**src/design/ogr_pkg.sv**
```systemverilog
// Shared types and constants for the occupancy grid ray update block.
// Holds opcodes, register indexes and the configuration struct.
// No dependencies.
`timescale 1ns / 1ps

package ogr_pkg;

    localparam int LEVEL_W = 16;
    localparam int MAX_WALK = 32;

    typedef enum logic [1:0] {
        OP_OCCUPIED = 2'd0,
        OP_EMPTY    = 2'd1,
        OP_CLEAR    = 2'd2,
        OP_NOP      = 2'd3
    } opcode_t;

    typedef enum logic [2:0] {
        REG_EMPTY_STEP    = 3'd0,
        REG_OCCUPIED_STEP = 3'd1,
        REG_FLOOR_LEVEL   = 3'd2,
        REG_CEILING_LEVEL = 3'd3,
        REG_PRIOR_LEVEL   = 3'd4,
        REG_RAY_END       = 3'd5
    } reg_index_t;

    typedef struct packed {
        logic signed [15:0] empty_step;
        logic        [14:0] occupied_step;
        logic signed [15:0] floor_level;
        logic        [14:0] ceiling_level;
        logic signed [15:0] prior_level;
        logic        [5:0]  ray_end;
    } cfg_t;

    typedef struct packed {
        logic [1:0] op;
        logic [4:0] hit;
        logic [4:0] z;
    } cell_ctl_t;

endpackage

```
**src/design/ogr_cell_alu.sv**
```systemverilog
// Per-cell log-odds update with floor and ceiling clamps, or a clear to the prior level.
// Depends on ogr_pkg.
`timescale 1ns / 1ps

module ogr_cell_alu (
    input  ogr_pkg::cfg_t             cfg,
    input  ogr_pkg::cell_ctl_t        ctl,
    input  logic signed [15:0]        level_in,
    output logic signed [15:0]        level_out
);
    import ogr_pkg::*;

    logic signed [17:0] empty_sum;
    logic signed [17:0] occ_sum;
    logic signed [15:0] empty_res;
    logic signed [15:0] occ_res;

    always_comb
    begin
        empty_sum = 18'(level_in) + 18'(cfg.empty_step);
        occ_sum   = 18'(level_in) + $signed({3'b000, cfg.occupied_step});
        if (empty_sum < 18'(cfg.floor_level))
        begin
            empty_res = cfg.floor_level;
        end
        else if (empty_sum > 18'sd32767)
        begin
            empty_res = 16'sh7FFF;
        end
        else
        begin
            empty_res = empty_sum[15:0];
        end
        if (occ_sum > $signed({3'b000, cfg.ceiling_level}))
        begin
            occ_res = $signed({1'b0, cfg.ceiling_level});
        end
        else
        begin
            occ_res = occ_sum[15:0];
        end
    end

    always_comb
    begin
        level_out = level_in;
        case (opcode_t'(ctl.op))
            OP_CLEAR:    level_out = cfg.prior_level;
            OP_EMPTY:    level_out = empty_res;
            OP_OCCUPIED:
            begin
                if (ctl.z < ctl.hit)
                begin
                    level_out = empty_res;
                end
                else if (ctl.z == ctl.hit)
                begin
                    level_out = occ_res;
                end
            end
            default:     level_out = level_in;
        endcase
    end

endmodule
```
**config.mk**
```make
export PLATFORM = sky130hd
export DESIGN_NAME = ogr_cell_alu
export DESIGN_NICKNAME = d
export VERILOG_FILES = /design/src/design/ogr_pkg.sv /design/src/design/ogr_cell_alu.sv
export SDC_FILE = /design/constraint.sdc
export NUM_CORES = 1
export LEC_CHECK = 0
export BUFFER_PORTS_ARGS = -buffer_cell sky130_fd_sc_hd__buf_4
export CAP_MARGIN = 20
export CORE_MARGIN = 2
export CORE_UTILIZATION = 54
export DETAILED_ROUTE_END_ITERATION = 16
export PLACE_DENSITY = 0.93
export RECOVER_POWER = 100
export SYNTH_ARGS = -nofsm -noshare
export SYNTH_HDL_FRONTEND = slang
export SYNTH_SLANG_ARGS = --single-unit
```
**constraint.sdc**
```tcl
create_clock -name vclk -period 4.5
set_clock_uncertainty 0.05 [all_clocks]
set_input_delay 0.225 -clock vclk [all_inputs]
set_output_delay 0.225 -clock vclk [all_outputs]
set_load 0.02 [all_outputs]
```
; After elaboration in Yosys (flattened, before gate mapping)
; Cells that the tools add are included.
; Widths: inputs -> output; s select.
[word_totals]
ff_bits = 0
output_inout_bits = 16
word_cells = 16
[op_classes]
order_cmp = 4
muxes = 6
eq_ne = 3
reduce_logical = 1
add_sub_neg = 2
[op_table]
columns = cell, count
row1 = $mux 16, 5
row2 = $pmux 16 s3, 1
row3 = $add 16x16->17, 2
row4 = $gt 17x16->1, 1
row5 = $gt 17x16->1 const B, 1
row6 = $lt 17x16->1, 1
row7 = $eq 5x5->1, 1
row8 = $lt 5x5->1, 1
row9 = $eq 2x1->1 const B, 1
row10 = $eq 2x2->1 const B, 1
row11 = $logic_not 2->1, 1

; Logic depth before layout (Yosys ltp)
; Gate-level depths: netlist of the first run.
[depth]
word_depth = 6
depth_mapped = 22
ltp_nobuf = 20

; Worst setup path after synthesis of the first run
; OpenSTA, ideal clock, no wires.
[synth_timing]
path_type = input to output
start = input cfg[68] (netlist name)
end = output level_out[13]
path_buffers = 2
path_stages = 19
arrival_time_ns = 3.830
setup_slack_ns = 0.395
path_cell_list = ha_1 inv_1 fa_1 nand2b_1 a21oi_1 a211oi_1 o21ai_1 nand2_1 o21ai_0 xor2_1 ha_1 nand4_1 o2111ai_1 a21oi_1 nor2_1 clkbuf_1 buf_1 a21oi_1 o311ai_1
[synth_between]
elab_chain_cells = 6
elab_cells_between_ends = 7
cone_classes = 1 x add/sub / 2 x order compare / 4 x mux
[synth_rtl]
columns = element, line
row1 = "start, declared", ogr_cell_alu.sv:6  ; input ogr_pkg::cfg_t cfg,
row2 = $add 16x16->17 (*), ogr_cell_alu.sv:20  ; empty_sum = 18'(level_in) + 18'(cfg.empty_step);
row3 = $gt 17x16->1, ogr_cell_alu.sv:26  ; else if (empty_sum > 18'sd32767)
row4 = $mux 16, ogr_cell_alu.sv:26
row5 = $mux 16 (*), ogr_cell_alu.sv:22  ; if (empty_sum < 18'(cfg.floor_level))
row6 = $mux 16, ogr_cell_alu.sv:52  ; if (ctl.z < ctl.hit)
row7 = $pmux 16 s3 (*), ogr_cell_alu.sv:47  ; case (opcode_t'(ctl.op))
row8 = "end, declared", ogr_cell_alu.sv:9  ; output logic signed [15:0] level_out
; Every way passes the cells marked *; elsewhere a longest branch is shown, timed or not.

; Worst setup path in the final report of the first run
[layout_timing]
start = input level_in[0]
end = output level_out[3]
[layout_between]
elab_chain_cells = 6
elab_cells_between_ends = 11
cone_classes = 2 x add/sub / 3 x order compare / 6 x mux
[layout_rtl]
columns = element, line
row1 = "start, declared", ogr_cell_alu.sv:8  ; input logic signed [15:0] level_in,
row2 = "$add 16x16->17, on equally long branches", "ogr_cell_alu.sv:21, ogr_cell_alu.sv:20"
row3 = "$gt 17x16->1, on equally long branches", "ogr_cell_alu.sv:34, ogr_cell_alu.sv:26"
row4 = "$mux 16, on equally long branches", "ogr_cell_alu.sv:34, ogr_cell_alu.sv:26"
row5 = "$mux 16, on equally long branches", "ogr_cell_alu.sv:56, ogr_cell_alu.sv:22"
row6 = $mux 16, ogr_cell_alu.sv:52
row7 = $pmux 16 s3 (*), ogr_cell_alu.sv:47
; Marks and branches as above.

==> results of run 1 <==
[logic make-up after synthesis]
family          synth area share
buf+inv                  0.08179
mux                      0.07515
fa+ha+maj                 0.2454
simple gates              0.1678
xor+xnor                 0.06361
compound gates            0.3663
[layout make-up]
cell class | count | share of cell area
well taps | 77 | 0.01985
inverters | 53 | 0.04099
multi-input cells | 424 | 0.7038
repair buffers | 152 | 0.2354
[where the power goes]
| group | total (mW) | switching [mW] | internal [mW] | leakage, nW |
|---|---|---|---|---|
| Clock | 0 | 0 | 0 | 0 |
| Combinational | 0.991 | 0.529 | 0.462 | 2.46 |
| Sequential | 0 | 0 | 0 | 0 |
| Total | 0.991 | 0.529 | 0.462 | 2.46 |
[worst min path at each step]
stage / startpoint / to / depth (start not counted)
floorplan: level_in[15] / level_out[15] / 2
global placement: level_in[5] / level_out[5] / 3
detailed placement: level_in[5] / level_out[5] / 3
CTS: level_in[5] / level_out[5] / 3
global route: level_in[8] / level_out[8] / 3
finish: level_in[8] / level_out[8] / 3
[stage by stage]
stage	total power, mW	setup slack [ns]
after CTS	0.9168	0.002228
after global routing	1.072	-0.07024
after floorplan	0.5879	0.3947
after detailed placement	0.8841	-0.09698
after global placement	0.8521	0.06797
final	0.9910	0.01783
[per-layer routing]
metal  share of wire  up-vias
li1                -     2119
met3            0.10       64
met1            0.37     2052
met2            0.47      300
met5               0        -
met4           0.054        0
[cells in the final DEF, fill, tap and decap left out, types with 5 or more instances in the layout]
cell type	synthesis	routed
o21a_1	8	8
a21o_1	14	14
xnor2_1	19	19
nand4_1	5	5
inv_1	53	53
nand3_1	17	16
nor2_1	35	33
a211o_1	5	5
a21oi_1	45	41
o221ai_1	8	8
ha_1	67	65
mux2i_1	13	12
o21ai_0	25	23
nand2_1	25	24
a22oi_1	6	6
buf_4	1	150
nand2b_1	10	10
nor2b_1	6	5
and3_1	8	8
o211ai_1	6	6
xor2_1	7	7
o21bai_1	5	5
mux2_2	9	9
[what timing repair did]
item | CTS | global route
hold buffers | 0 | 0
hold endpoints to repair | 0 | 0
setup endpoints to repair | 8 | 16
gates cloned | 1 | 0
gates resized for setup | 2 | 26
buffers inserted | 7 | 8
pin swaps | 4 | 16
==> flow_metrics.env, run 1 <==
export IMPL_outcome="completed"
export IMPL_post_route_min_period_ns=4.482
export IMPL_synthTopCellsByCount="ha_1, inv_1, a21oi_1"
export IMPL_top_usage_layer="met2"
export IMPL_drive_above_1_share=0.3243
export IMPL_wl_per_cell_um=18.13
export IMPL_grt_met2_usage=0.5824
export IMPL_grt_max_degree=27
export IMPL_vias_per_cell=6.424
export IMPL_die_w_um=85.42
export IMPL_n_antenna_cell=0
export IMPL_synth_largest_area_cell="ha_1"
export IMPL_synth_most_common_cell="ha_1"
export IMPL_grt_overflow=0
export IMPL_leakagePower_nw=2.458
export IMPL_crit_arrival_ns=4.21
export IMPL_dp_cells=690
export IMPL_num_rows=29
export IMPL_finalCritPeriodShare=0.9960
export IMPL_finalNetCount=812
export IMPL_grtUsageMet1=0.3991
export IMPL_dr_pass1_iters=5
export IMPL_ir_drop_v=0.0001444
export IMPL_worst_path_max_delay_cell="fa_2"
export IMPL_vias=4535
export IMPL_nClkBuffers=0
export IMPL_final_setup_tns_ns=0
export IMPL_syn_avg_cell_area_um2=7.217
export IMPL_cp_top_family="compound AO/OA/AOI/OAI gates"
export IMPL_drv_slew=0
export IMPL_layout_cells_non_filler=706
export IMPL_final_util=0.7600
export IMPL_max_slew_margin=0.4901
export IMPL_place_congestion=0.9222
export IMPL_path_class="in2out"
export IMPL_synth_cell_types=64
export IMPL_whs_ns=0.7964
export IMPL_crit_chain="buf_4 > ha_1 > inv_1 > fa_2 > nor2b_4 > o31ai_4 > a31oi_4 > a21o_1 > a21oi_1 > xnor2_1 > ha_1 > a211oi_2 > o21bai_1 > a21o_1 > a21oi_2 > a21bo_2 > a21boi_4 > buf_4 > mux2_1 > o21ai_2 > a211oi_2 > buf_4"
export IMPL_core_area_um2=6386
export IMPL_hold_path_class="in2out"
export IMPL_crit_fanout=6
export IMPL_ys_warn_count=0
export IMPL_end_kind="primary output"
export IMPL_drt_iter0_drc=307
export IMPL_antenna_found_initial=0
export IMPL_routed_wl_mm=12.80
export IMPL_crit_cells=22
export IMPL_area_growth_pct=35.58
export IMPL_syn_num_nets=677
export IMPL_post_dp_cell_area_um2=4611
export IMPL_synthTopCellsByArea="ha_1, a21oi_1, inv_1"
export IMPL_max_stage_delay_ns=0.37
export IMPL_worst_path_buf_inv=4
export IMPL_seq_cells=0
export IMPL_die_area_um2=7297
export IMPL_start_util=0.5605
export IMPL_drc=0
export IMPL_synth_top_cell_area_share=0.2342
export IMPL_worstPathRequired_ns=4.22
export IMPL_antenna_left=0
export IMPL_synth_cells=496
export IMPL_hold_viol=0
export IMPL_multi_input_area_um2=3416
export IMPL_critPathLaunch="level_in[0]"
export IMPL_finalSetupViolCount=0
export IMPL_synth_seq_area_share=0
export IMPL_pin_count=128
export IMPL_crit_top_cell="buf_4"
export IMPL_fmax_mhz=223.1
export IMPL_final_area_um2=4853
export IMPL_tightest_slew_ns=0.7620
export IMPL_synth_area_um2=3580
export IMPL_post_dp_hpwl_mm=10.29
export IMPL_grt_pass1_wl_mm=19.97
export IMPL_track_usage=0.3299
export IMPL_first_global_vias=4435
export IMPL_portBuffers=122
export IMPL_grt_use_met3=0.03696
export IMPL_p_per_area_nw_per_um2=204.2
export IMPL_max_cap_violations=0
export IMPL_die_y_um=85.42
export IMPL_fill_cells=474
export IMPL_cp_endpoint="level_out[3]"
export IMPL_start_kind="input pin"
export IMPL_regArea_um2=0
(Power assumes the default switching activity.)
==> run 2: changes to the inputs <==
--- a/config.mk
+++ b/config.mk
@@ -8,9 +8,9 @@
 export BUFFER_PORTS_ARGS = -buffer_cell sky130_fd_sc_hd__buf_4
 export CAP_MARGIN = 20
 export CORE_MARGIN = 2
-export CORE_UTILIZATION = 54
+export CORE_UTILIZATION = 40
 export DETAILED_ROUTE_END_ITERATION = 16
-export PLACE_DENSITY = 0.93
+export PLACE_DENSITY = 0.74
 export RECOVER_POWER = 100
 export SYNTH_ARGS = -nofsm -noshare
 export SYNTH_HDL_FRONTEND = slang
==> flow_metrics.env, run 2 (same netlist as run 1, synthesis figures left out) <==
export IMPL_vias_per_cell=5.789
export IMPL_outcome="completed"
export IMPL_worstPathRequired_ns=4.22
export IMPL_post_dp_hpwl_mm=10.61
export IMPL_m1WireLength_mm=5.510
export IMPL_track_usage=0.2465
export IMPL_final_setup_tns_ns=0
export IMPL_nClkBuffers=0
export IMPL_start_util=0.4105
export IMPL_n_antenna_cell=0
export IMPL_wl_per_cell_um=17.06
export IMPL_die_y_um=98.60
export IMPL_drive_above_1_share=0.3296
export IMPL_vias=4261
export IMPL_drc=0
export IMPL_finalSetupViolCount=0
export IMPL_ir_drop_v=0.00008539
export IMPL_worst_path_buf_inv=4
export IMPL_cp_endpoint="level_out[11]"
export IMPL_finalNetCount=811
export IMPL_antenna_left=0
export IMPL_max_slew_margin=0.4241
export IMPL_p_per_area_nw_per_um2=201.7
export IMPL_worst_path_max_delay_cell="fa_2"
export IMPL_post_route_min_period_ns=4.300
export IMPL_grt_overflow=0
export IMPL_drt_iter0_drc=223
export IMPL_pin_count=128
export IMPL_crit_fanout=5
export IMPL_start_kind="input pin"
export IMPL_core_area_um2=8721
export IMPL_dr_max_layer_used="met4"
export IMPL_final_common_cell="buf_4"
export IMPL_wl_met3_um=788
export IMPL_finalCritPeriodShare=0.9556
export IMPL_place_congestion=0.9658
export IMPL_first_global_vias=4123
export IMPL_hp_start="level_in[5]"
export IMPL_cp_top_family="compound AO/OA/AOI/OAI gates"
export IMPL_antenna_found_initial=0
export IMPL_regArea_um2=0
export IMPL_final_cell_mix="buf_4, ha_1, inv_1"
export IMPL_seq_cells=0
export IMPL_hold_path_class="in2out"
export IMPL_hold_buffers=0
export IMPL_post_dp_cell_area_um2=4695
export IMPL_crit_chain="buf_4 > ha_1 > inv_1 > fa_2 > nor2b_4 > o31ai_4 > a31oi_4 > buf_4 > a31oi_4 > o21ai_0 > xnor2_1 > ha_1 > nand2_1 > nor2_2 > o21ai_0 > a21bo_2 > a21boi_4 > mux2_4 > o31ai_1 > a22oi_1 > buf_4"
export IMPL_dr_pass1_iters=5
export IMPL_num_rows=34
export IMPL_rsz0062_at_grt="false"
export IMPL_die_area_um2=9722
export IMPL_max_stage_delay_ns=0.36
export IMPL_final_area_um2=4920
export IMPL_hold_path_depth=3
export IMPL_portBuffers=122
export IMPL_tightest_slew_ns=0.8607
export IMPL_route_met2_wl_mm=5.974
export IMPL_end_kind="primary output"
export IMPL_fill_cells=829
export IMPL_area_growth_pct=37.43
export IMPL_path_class="in2out"
export IMPL_grt_pass1_wl_mm=20.06
export IMPL_fmax_mhz=232.5
export IMPL_multi_input_area_um2=3456
export IMPL_drv_slew=0
export IMPL_crit_arrival_ns=4.03
export IMPL_hold_viol=0
export IMPL_crit_top_cell="buf_4"
export IMPL_routed_wl_mm=12.55
export IMPL_leakagePower_nw=2.473
export IMPL_critPathLaunch="level_in[0]"
export IMPL_grt_max_degree=27
export IMPL_max_cap_violations=0
export IMPL_crit_cells=21
export IMPL_die_w_um=98.60
run 2: cell types whose count changed in the layout (fill, tap and decap cells not counted), sizes merged:
cell	delta
buf	-2
clkbuf	+1
run 2: area by class of cell:
type	count	share of cell area
multi-input cells	424	0.7024
repair buffers	151	0.2297
well taps	108	0.02747
inverters	53	0.04044
run 2: what timing repair did:
item	4_1_cts	5_1_grt
setup buffers	3	5
pin swaps	2	17
setup endpoints to repair	4	16
hold endpoints to repair	0	0
resized for setup	1	39
gates cloned	0	1
run 2: routing by layer:
metal,GRT usage,up-vias
met5,0,-
met1,0.3268,1950
met3,0.01986,19
met2,0.4396,163
li1,-,2129
met4,0.04742,0
run 2: how the worst min path moves through the flow:
stage	end	slack (ns)
finish	level_out[5]	0.79
global route	level_out[5]	0.79
CTS	level_out[5]	0.79
detailed placement	level_out[5]	0.78
global placement	level_out[5]	0.77
floorplan	level_out[15]	0.58
run 2: stage by stage:
stage | std cells | util | power [mW] | hold slack, ns | setup slack (ns)
final | 736 | 0.5641 | 0.9923 | 0.7934 | 0.1998
after global routing | 736 | 0.5641 | 1.088 | 0.7936 | 0.008245
after CTS | 730 | 0.5412 | 0.9191 | 0.7851 | 0.02562
after detailed placement | 727 | 0.5383 | 0.9053 | 0.7847 | 0.002074
after global placement | 727 | 0.5383 | 0.8852 | 0.7743 | 0.05123
after floorplan | 496 | - | 0.5879 | 0.5786 | 0.3947
run 2: power breakdown:
part	leakage [nW]	total [mW]	internal, mW	switching, mW
combinational	2.47	0.992	0.468	0.524
clock	0	0	0	0
sequential	0	0	0	0
total	2.47	0.992	0.468	0.524
